### src/hdl/ppp_pkg.sv
package ppp_pkg;

    localparam int MAX_ELEMENTS = 256;
    localparam int ADDR_W       = 8;
    localparam int COUNT_W      = 9;

    localparam logic [1:0] KIND_CLEAR   = 2'd0;
    localparam logic [1:0] KIND_APPEND  = 2'd1;
    localparam logic [1:0] KIND_PROJECT = 2'd2;
    localparam logic [1:0] KIND_UNUSED  = 2'd3;

    localparam logic [1:0] EL_MOVE   = 2'd0;
    localparam logic [1:0] EL_LINE   = 2'd1;
    localparam logic [1:0] EL_CLOSE  = 2'd2;
    localparam logic [1:0] EL_UNUSED = 2'd3;

    localparam logic [1:0] ST_OK    = 2'd0;
    localparam logic [1:0] ST_ZERO  = 2'd1;
    localparam logic [1:0] ST_EMPTY = 2'd2;
    localparam logic [1:0] ST_FULL  = 2'd3;

    localparam logic [1:0] CFG_X_OFFSET = 2'd0;
    localparam logic [1:0] CFG_Y_OFFSET = 2'd1;

    localparam int DIV_STEPS  = 72;
    localparam int SQRT_STEPS = 36;

    typedef enum logic [3:0] {
        S_IDLE,
        S_APP_MUL,
        S_APP_SQRT,
        S_APP_WAIT,
        S_WALK_RD,
        S_WALK_CHK,
        S_PRJ_MUL,
        S_DIVX_GO,
        S_DIVX_WAIT,
        S_DIVY_GO,
        S_DIVY_WAIT
    } state_t;

    typedef struct packed {
        logic [1:0]         kind;
        logic signed [31:0] from_x;
        logic signed [31:0] from_y;
        logic signed [31:0] to_x;
        logic signed [31:0] to_y;
        logic [32:0]        length;
    } seg_t;

    typedef struct packed {
        logic go;
        logic sqrt_mode;
    } iter_req_t;

    typedef struct packed {
        logic done;
    } iter_resp_t;

    function automatic logic signed [31:0] sat32(input logic signed [41:0] v);
        logic signed [31:0] r;
        if (v > 42'sd2147483647)
            r = 32'sh7fffffff;
        else if (v < -42'sd2147483648)
            r = 32'sh80000000;
        else
            r = v[31:0];
        return r;
    endfunction

endpackage

### src/hdl/ppp_iter.sv
module ppp_iter
    import ppp_pkg::*;
(
    input  logic        clk,
    input  logic        rst_n,
    input  iter_req_t   req,
    input  logic [71:0] num,
    input  logic [32:0] den,
    output iter_resp_t  resp,
    output logic [40:0] result
);

    logic        run_reg, run_next;
    logic        mode_reg, mode_next;
    logic [6:0]  cnt_reg, cnt_next;
    logic        done_reg, done_next;
    logic [71:0] n_reg, n_next;
    logic [36:0] r_reg, r_next;
    logic [71:0] q_reg, q_next;
    logic [32:0] d_reg, d_next;

    logic [33:0] div_r2;
    logic [36:0] sq_r2;
    logic [36:0] sq_trial;
    logic [6:0]  last_cnt;

    always_comb
    begin
        div_r2   = {r_reg[32:0], n_reg[71]};
        sq_r2    = {r_reg[34:0], n_reg[71:70]};
        sq_trial = {q_reg[34:0], 2'b01};
        last_cnt = mode_reg ? 7'(SQRT_STEPS - 1) : 7'(DIV_STEPS - 1);

        run_next  = run_reg;
        mode_next = mode_reg;
        cnt_next  = cnt_reg;
        done_next = 1'b0;
        n_next    = n_reg;
        r_next    = r_reg;
        q_next    = q_reg;
        d_next    = d_reg;

        if (req.go) begin
            run_next  = 1'b1;
            mode_next = req.sqrt_mode;
            cnt_next  = '0;
            n_next    = num;
            r_next    = '0;
            q_next    = '0;
            d_next    = den;
        end else if (run_reg) begin
            if (mode_reg) begin
                // one root digit per step, two radicand bits in
                n_next = {n_reg[69:0], 2'b00};
                if (sq_r2 >= sq_trial) begin
                    r_next = sq_r2 - sq_trial;
                    q_next = {q_reg[70:0], 1'b1};
                end else begin
                    r_next = sq_r2;
                    q_next = {q_reg[70:0], 1'b0};
                end
            end else begin
                n_next = {n_reg[70:0], 1'b0};
                if (div_r2 >= {1'b0, d_reg}) begin
                    r_next = {3'b000, div_r2 - {1'b0, d_reg}};
                    q_next = {q_reg[70:0], 1'b1};
                end else begin
                    r_next = {3'b000, div_r2};
                    q_next = {q_reg[70:0], 1'b0};
                end
            end
            cnt_next = cnt_reg + 7'd1;
            if (cnt_reg == last_cnt) begin
                run_next  = 1'b0;
                done_next = 1'b1;
            end
        end
    end

    always_ff @(posedge clk or negedge rst_n)
    begin
        if (!rst_n) begin
            run_reg  <= 1'b0;
            done_reg <= 1'b0;
            cnt_reg  <= '0;
            mode_reg <= 1'b0;
        end else begin
            run_reg  <= run_next;
            done_reg <= done_next;
            cnt_reg  <= cnt_next;
            mode_reg <= mode_next;
        end
    end

    always_ff @(posedge clk)
    begin
        n_reg <= n_next;
        r_reg <= r_next;
        q_reg <= q_next;
        d_reg <= d_next;
    end

    // quotient magnitude is capped at 2^40
    always_comb
    begin
        if (!mode_reg && (q_reg > 72'h100_0000_0000))
            result = 41'h100_0000_0000;
        else
            result = q_reg[40:0];
        resp.done = done_reg;
    end

endmodule

### config.mk
export PLATFORM = sky130hd
export DESIGN_NAME = ppp_iter
export DESIGN_NICKNAME = d
export VERILOG_FILES = /design/src/hdl/ppp_pkg.sv /design/src/hdl/ppp_iter.sv
export SDC_FILE = /design/constraint.sdc
export NUM_CORES = 1
export LEC_CHECK = 0
export CORE_UTILIZATION = 55
export CTS_BUF_LIST = sky130_fd_sc_hd__clkbuf_8
export CTS_CLUSTER_SIZE = 40
export DETAILED_ROUTE_END_ITERATION = 8
export DONT_BUFFER_PORTS = 1
export GPL_TIMING_DRIVEN = 0
export PLACE_DENSITY = 0.73
export SETUP_SLACK_MARGIN = 0.15
export SLEW_MARGIN = 10
export SYNTH_ARGS = -nofsm -noshare
export SYNTH_HDL_FRONTEND = slang
export SYNTH_SLANG_ARGS = --single-unit
export TNS_END_PERCENT = 5
### constraint.sdc
create_clock -name clk -period 5.06 [get_ports clk]
set_input_delay 1.012 -clock clk [delete_from_list [all_inputs] [get_ports clk]]
set_output_delay 1.012 -clock clk [all_outputs]
set_load 0.01 [all_outputs]
After elaboration in Yosys (flattened, before gate mapping)
Cells that the tools add are included.
{ "op_classes": {"add_sub_neg": 3, "multipliers": 0, "n_div": 0, "n_lt_le_gt_ge": 3, "n_eq_ne": 1, "shifts": 0, "mux": 19, "bitwise_logic": 0, "n_reduce_logical": 3} }
{ "op_table": {"columns": ["cell", "count"], "rows": [
  ["$mux 72", 3],
  ["$gt 72x41->1 const B", 1],
  ["$mux 35", 2],
  ["$mux 41", 1],
  ["$ge 37x37->1", 1],
  ["$sub 35x35->35", 1],
  ["$ge 34x33->1", 1],
  ["$mux 34", 1],
  ["$sub 34x33->34", 1],
  ["$mux 7", 3],
  ["$mux 1", 9],
  ["$add 7x1->7 const B", 1],
  ["$eq 7x7->1", 1],
  ["$reduce_bool 2->1", 1],
  ["$logic_and 1x1->1", 1],
  ["$logic_not 1->1", 1]
]} }
{ "totals": {"regBits": 222, "latch_bits": 0, "mem_bits_rw": 0, "mem_bits_ro": 0, "inputBits": 109, "elab_cells": 37, "mem_count": 0} }

Longest topological paths before layout
{ "depth": {"ltp_word": 5, "depth_mapped": 15, "mapped_depth_nobuf": 13} }

Worst setup path before layout
No wires, ideal clock.
{ "synth_timing": {"path_kind": "input to register", "startpoint": "input req[1] (netlist name)", "endpoint": "register n_reg[0] (enable)", "t_arrival_ps": 2829, "required_ps": 4634, "slack_ps": 1805, "cell_stages": 3, "path_buffers": 1, "path_cell_list": "clkbuf_1 > nor2_1 > inv_1"} }
{ "synth_between": {"elab_chain_cells": 1} }
{ "synth_rtl": {"columns": ["item", "line_no", "rtl"], "rows": [
  ["start: declaration", "ppp_iter.sv:6", "input iter_req_t req,"],
  ["$reduce_bool 2->1 (no source line)", null, null],
  ["end signal: assignment", "ppp_iter.sv:97", "n_reg <= n_next;"],
  ["end: declaration", "ppp_iter.sv:17", "logic [71:0] n_reg, n_next;"]
]} }
No other way between the ends.
A chain may end at the register's enable or synchronous reset.

Final worst setup path
{ "layout_timing": {"startpoint": "register n_reg[71]", "endpoint": "register q_reg[0]"} }
{ "layout_between": {"elab_chain_cells": 3, "elab_cells_between_ends": 5, "cone_classes": "2 x order compare; 3 x mux"} }
{ "layout_rtl": {"columns": ["item", "line_no", "rtl"], "rows": [
  ["$ge 37x37->1 or $ge 34x33->1 (tied branches)", "ppp_iter.sv:55, ppp_iter.sv:64", null],
  ["$mux 1, on equally long branches", "ppp_iter.sv:55, ppp_iter.sv:64", null],
  ["$mux 1 (*)", "ppp_iter.sv:52", "if (mode_reg) begin"],
  ["end signal: assignment", "ppp_iter.sv:99", "q_reg <= q_next;"],
  ["end: declaration", "ppp_iter.sv:19", "logic [71:0] q_reg, q_next;"]
]} }
Every way passes the cells marked *; elsewhere a longest branch is shown, timed or not.

==> run metrics <==
Achievable Freq 255 MHz; total global-route track usage 28.6%; Die Area 26100 um^2; critical path, cell by cell inv_1, ha_1, inv_1, fa_1, a21o_1, a221o_1, a21oi_2, o211ai_1, a311oi_1, or2_1, buf_2, nor2_1, o21ai_0, a21oi_1; detailed-route via count approximately 12000; final setup TNS 0 ns; Synth warnings 0; CTS Buffer Depth 3; Clk pin slew, worst setup/hold paths 0.06 ns; prevailing post-synth register cell dfxtp_1; Post-DP HPWL 28500 um; final setup fails 0; Worst setup SP type flop; sequential power share 27.6%; IO Port Bufs 0; max-slew violation count 0; Rows 58; Syn Area/Cell 8.96 um^2; cts bufs inserted 39; placed instance count 1896; Critical Path Most Common Cell inv_1; clock root buffer clkbuf_8; Clock Skew roughly 0.03 ns; H-tree levels 2; Post-synth ARST share 4.50%; area of the mapped netlist 14000 um^2; CP max stage delay 0.46 ns; sequential area share after synthesis 39.5%; post-layout min period 3.93 ns; worst path arrival time 4.32 ns; Internal Pwr Total a little under 5 mW; CP top delay family compound AO/OA/AOI/OAI gates; min-delay worst type in -> async; Chip Height approximately 160 um; Avg WL per Cell about 19 um; synth unique cells 82; Via density between 6 and 7; Clk Latency, worst-skew pair between 0.5 and 0.6 ns; RSZ-0062 raised after global routing false; CP Capture Type flop; vias in the first global route 11500; Max transition margin 34.8%; total grt overflow 0; PD cells 572 nW/um^2; CP required 5.45 ns; non-filler instance count after layout about 2000; Yosys reg bits 222; die width 162 um; DR pass1 iterations 7; worst setup path start n_reg[71]; Syn Inst Count 1566; CTS Sinks 222; detailed-route wire length ~38000 um; Hold-fix buffers, CTS 0; I/O pin count 151; Clk pwr share 18.7%; sw frac 43.8%; Final Hold Fails 0; Leakage 6.72 nW; WS Path Type reg -> reg; Post-CTS Setup Inserts 0; Starting Density 55.9%; largest net degree at the start of global routing 74; CTS tree yes; maxcap violations 0; slowest CP cell edfxtp_1; EDFF count, synth 105; failing checks design-rule violations; first-pass GRT wire length 59000 um; fin crit share 77.6%; DR iter-0 viols 1020; # DRC 2; Comb power frac 53.7%; Switching Power 3.81 mW; GP Congestion 0.967; WP buf/inv 3; Worst Tran Pin Value roughly 0.98 ns; initial antenna violation count 1; CORE AREA 25100 um^2; P&R area growth vs syn 8.46%; status complete, but fails checks; Fillers 2261; layout cells sized above 1 5.86%; VDD IR-drop max 0.467 mV; Antenna Nets Post-Route 0; Final #Nets 1788; CP Max Fanout 10; syn nets around 1700; RR Startpoint n_reg[71]; post_cts resized 0
[worst register-to-register path, delay by kind of cell (launching register included)]
family / cells / cell delay [ns]
flops: 1 / 0.46
simple gates: 2 / 0.33
fa+ha+maj: 2 / 0.59
buf+inv: 3 / 0.45
compound gates: 7 / 1.93
[per-stage QoR]
step	setup slack (ns)	area, um^2	power [mW]	utilization, %	hold slack, ns
5_1_grt	0.998	15200	9.27	60.6	0.130
3_5_place_dp	1.28	14400	6.98	57.5	0.500
2_1_floorplan	1.80	14000	5.89	-	0.461
6_report	1.13	15200	8.70	60.6	0.153
4_1_cts	1.12	15200	8.64	60.6	0.125
3_3_place_gp	0.942	14400	6.92	57.5	0.489
[Yosys cell counts, types with 4 or more instances]
library cell	instances	share of area, %
nand2_1	176	4.7
a311oi_1	8	0.50
or3_1	5	0.22
o31ai_1	4	0.21
edfxtp_1	105	22
o211ai_1	31	1.7
nor4_1	21	0.94
a21o_1	28	1.5
o21bai_1	8	0.43
xnor2_1	35	2.2
nor3_1	10	0.36
mux2i_1	154	11
a32o_1	13	0.93
buf_6	4	0.32
nand3_1	24	0.86
xor2_1	23	1.4
a21oi_1	86	3.1
and2_1	4	0.18
buf_1	9	0.24
a211oi_1	14	0.75
nor2b_1	14	0.62
buf_2	8	0.29
ha_1	71	6.3
nand4_1	22	0.98
clkbuf_1	62	1.7
o221ai_1	4	0.25
o21a_1	5	0.27
a31oi_1	16	0.71
nor2_1	159	4.3
dfrtp_1	10	1.8
and3_1	16	0.71
inv_1	91	2.4
o21ai_0	135	4.8
dfxtp_1	107	15
nand2b_1	10	0.45
[per-layer routing]
metal  share of wire (%)  vias up  track usage, %  wire [um]
li1                    -     5761               -          -
met1                  42     5666            36.5      15900
met2                  47      431            47.4      17800
met3                 8.0       82            6.36       3040
met4                 3.0        0            10.6       1140
met5                   0        -               0          0
[cell type report]
type / instances / area [um^2] / share of cell area [%]
multi-input cells: 1166 / 7760 / 51.0
clock buffers: 48 / 661 / 4.34
well taps: 330 / 413 / 2.71
inverters: 92 / 348 / 2.29
diodes: 1 / 2.50 / 0.0164
flip-flops and latches: 222 / 5550 / 36.4
plain buffers: 86 / 374 / 2.46
clock inverters: 23 / 108 / 0.707
[placed cells by master (no fill, tap or decap), types with 8 or more instances in the layout]
master,netlist,routed
nand2_1,176,176
nor2_1,159,159
mux2i_1,154,154
o21ai_0,135,135
dfxtp_1,107,107
edfxtp_1,105,105
inv_1,91,104
a21oi_1,86,86
ha_1,71,71
clkbuf_1,62,62
clkbuf_8,0,48
xnor2_1,35,35
o211ai_1,31,31
a21o_1,28,28
nand3_1,24,24
xor2_1,23,23
nand4_1,22,22
nor4_1,21,21
a31oi_1,16,16
and3_1,16,16
nor2b_1,14,14
a211oi_1,14,14
a32o_1,13,13
nor3_1,10,10
nand2b_1,10,10
dfrtp_1,10,10
buf_1,9,9
buf_2,8,8
a311oi_1,8,8
o21bai_1,8,8
[logic make-up (layout without fill, tap and decap cells)]
| group | Yosys count | in the layout | synth area share, % |
|---|---|---|---|
| AND/OR/NAND/NOR | 476 | 476 | 15.2 |
| buffers and inverters | 178 | 249 | 5.13 |
| flip-flops | 222 | 222 | 39.5 |
| XOR/XNOR | 58 | 58 | 3.62 |
| AO/OA/AOI/OAI | 405 | 405 | 19.0 |
| multiplexers | 155 | 155 | 11.1 |
| other | 0 | 1 | 0 |
| adder cells (fa/ha/maj) | 72 | 72 | 6.48 |
[worst paths after layout]
path | depth (start not counted) | end | slack (ns)
max in group asynchronous | 0 | cnt_reg[6] | 4.83
hold reg to reg | 2 | q_reg[71] | 0.51
hold / removal | 0 | run_reg | 0.15
setup / recovery | 14 | q_reg[0] | 1.13
setup reg to reg | 14 | q_reg[0] | 1.13
min in group clk | 2 | q_reg[71] | 0.51
[power by group through the flow]
stage               Combinational [mW]  Clock (mW)  Sequential (mW)
global route                      5.12        1.73             2.41
detailed placement                4.55           0             2.43
finish                            4.67        1.63             2.40
floorplan                         3.60           0             2.30
CTS                               4.58        1.66             2.39
global placement                  4.50           0             2.43
(Power assumes the default switching activity.)
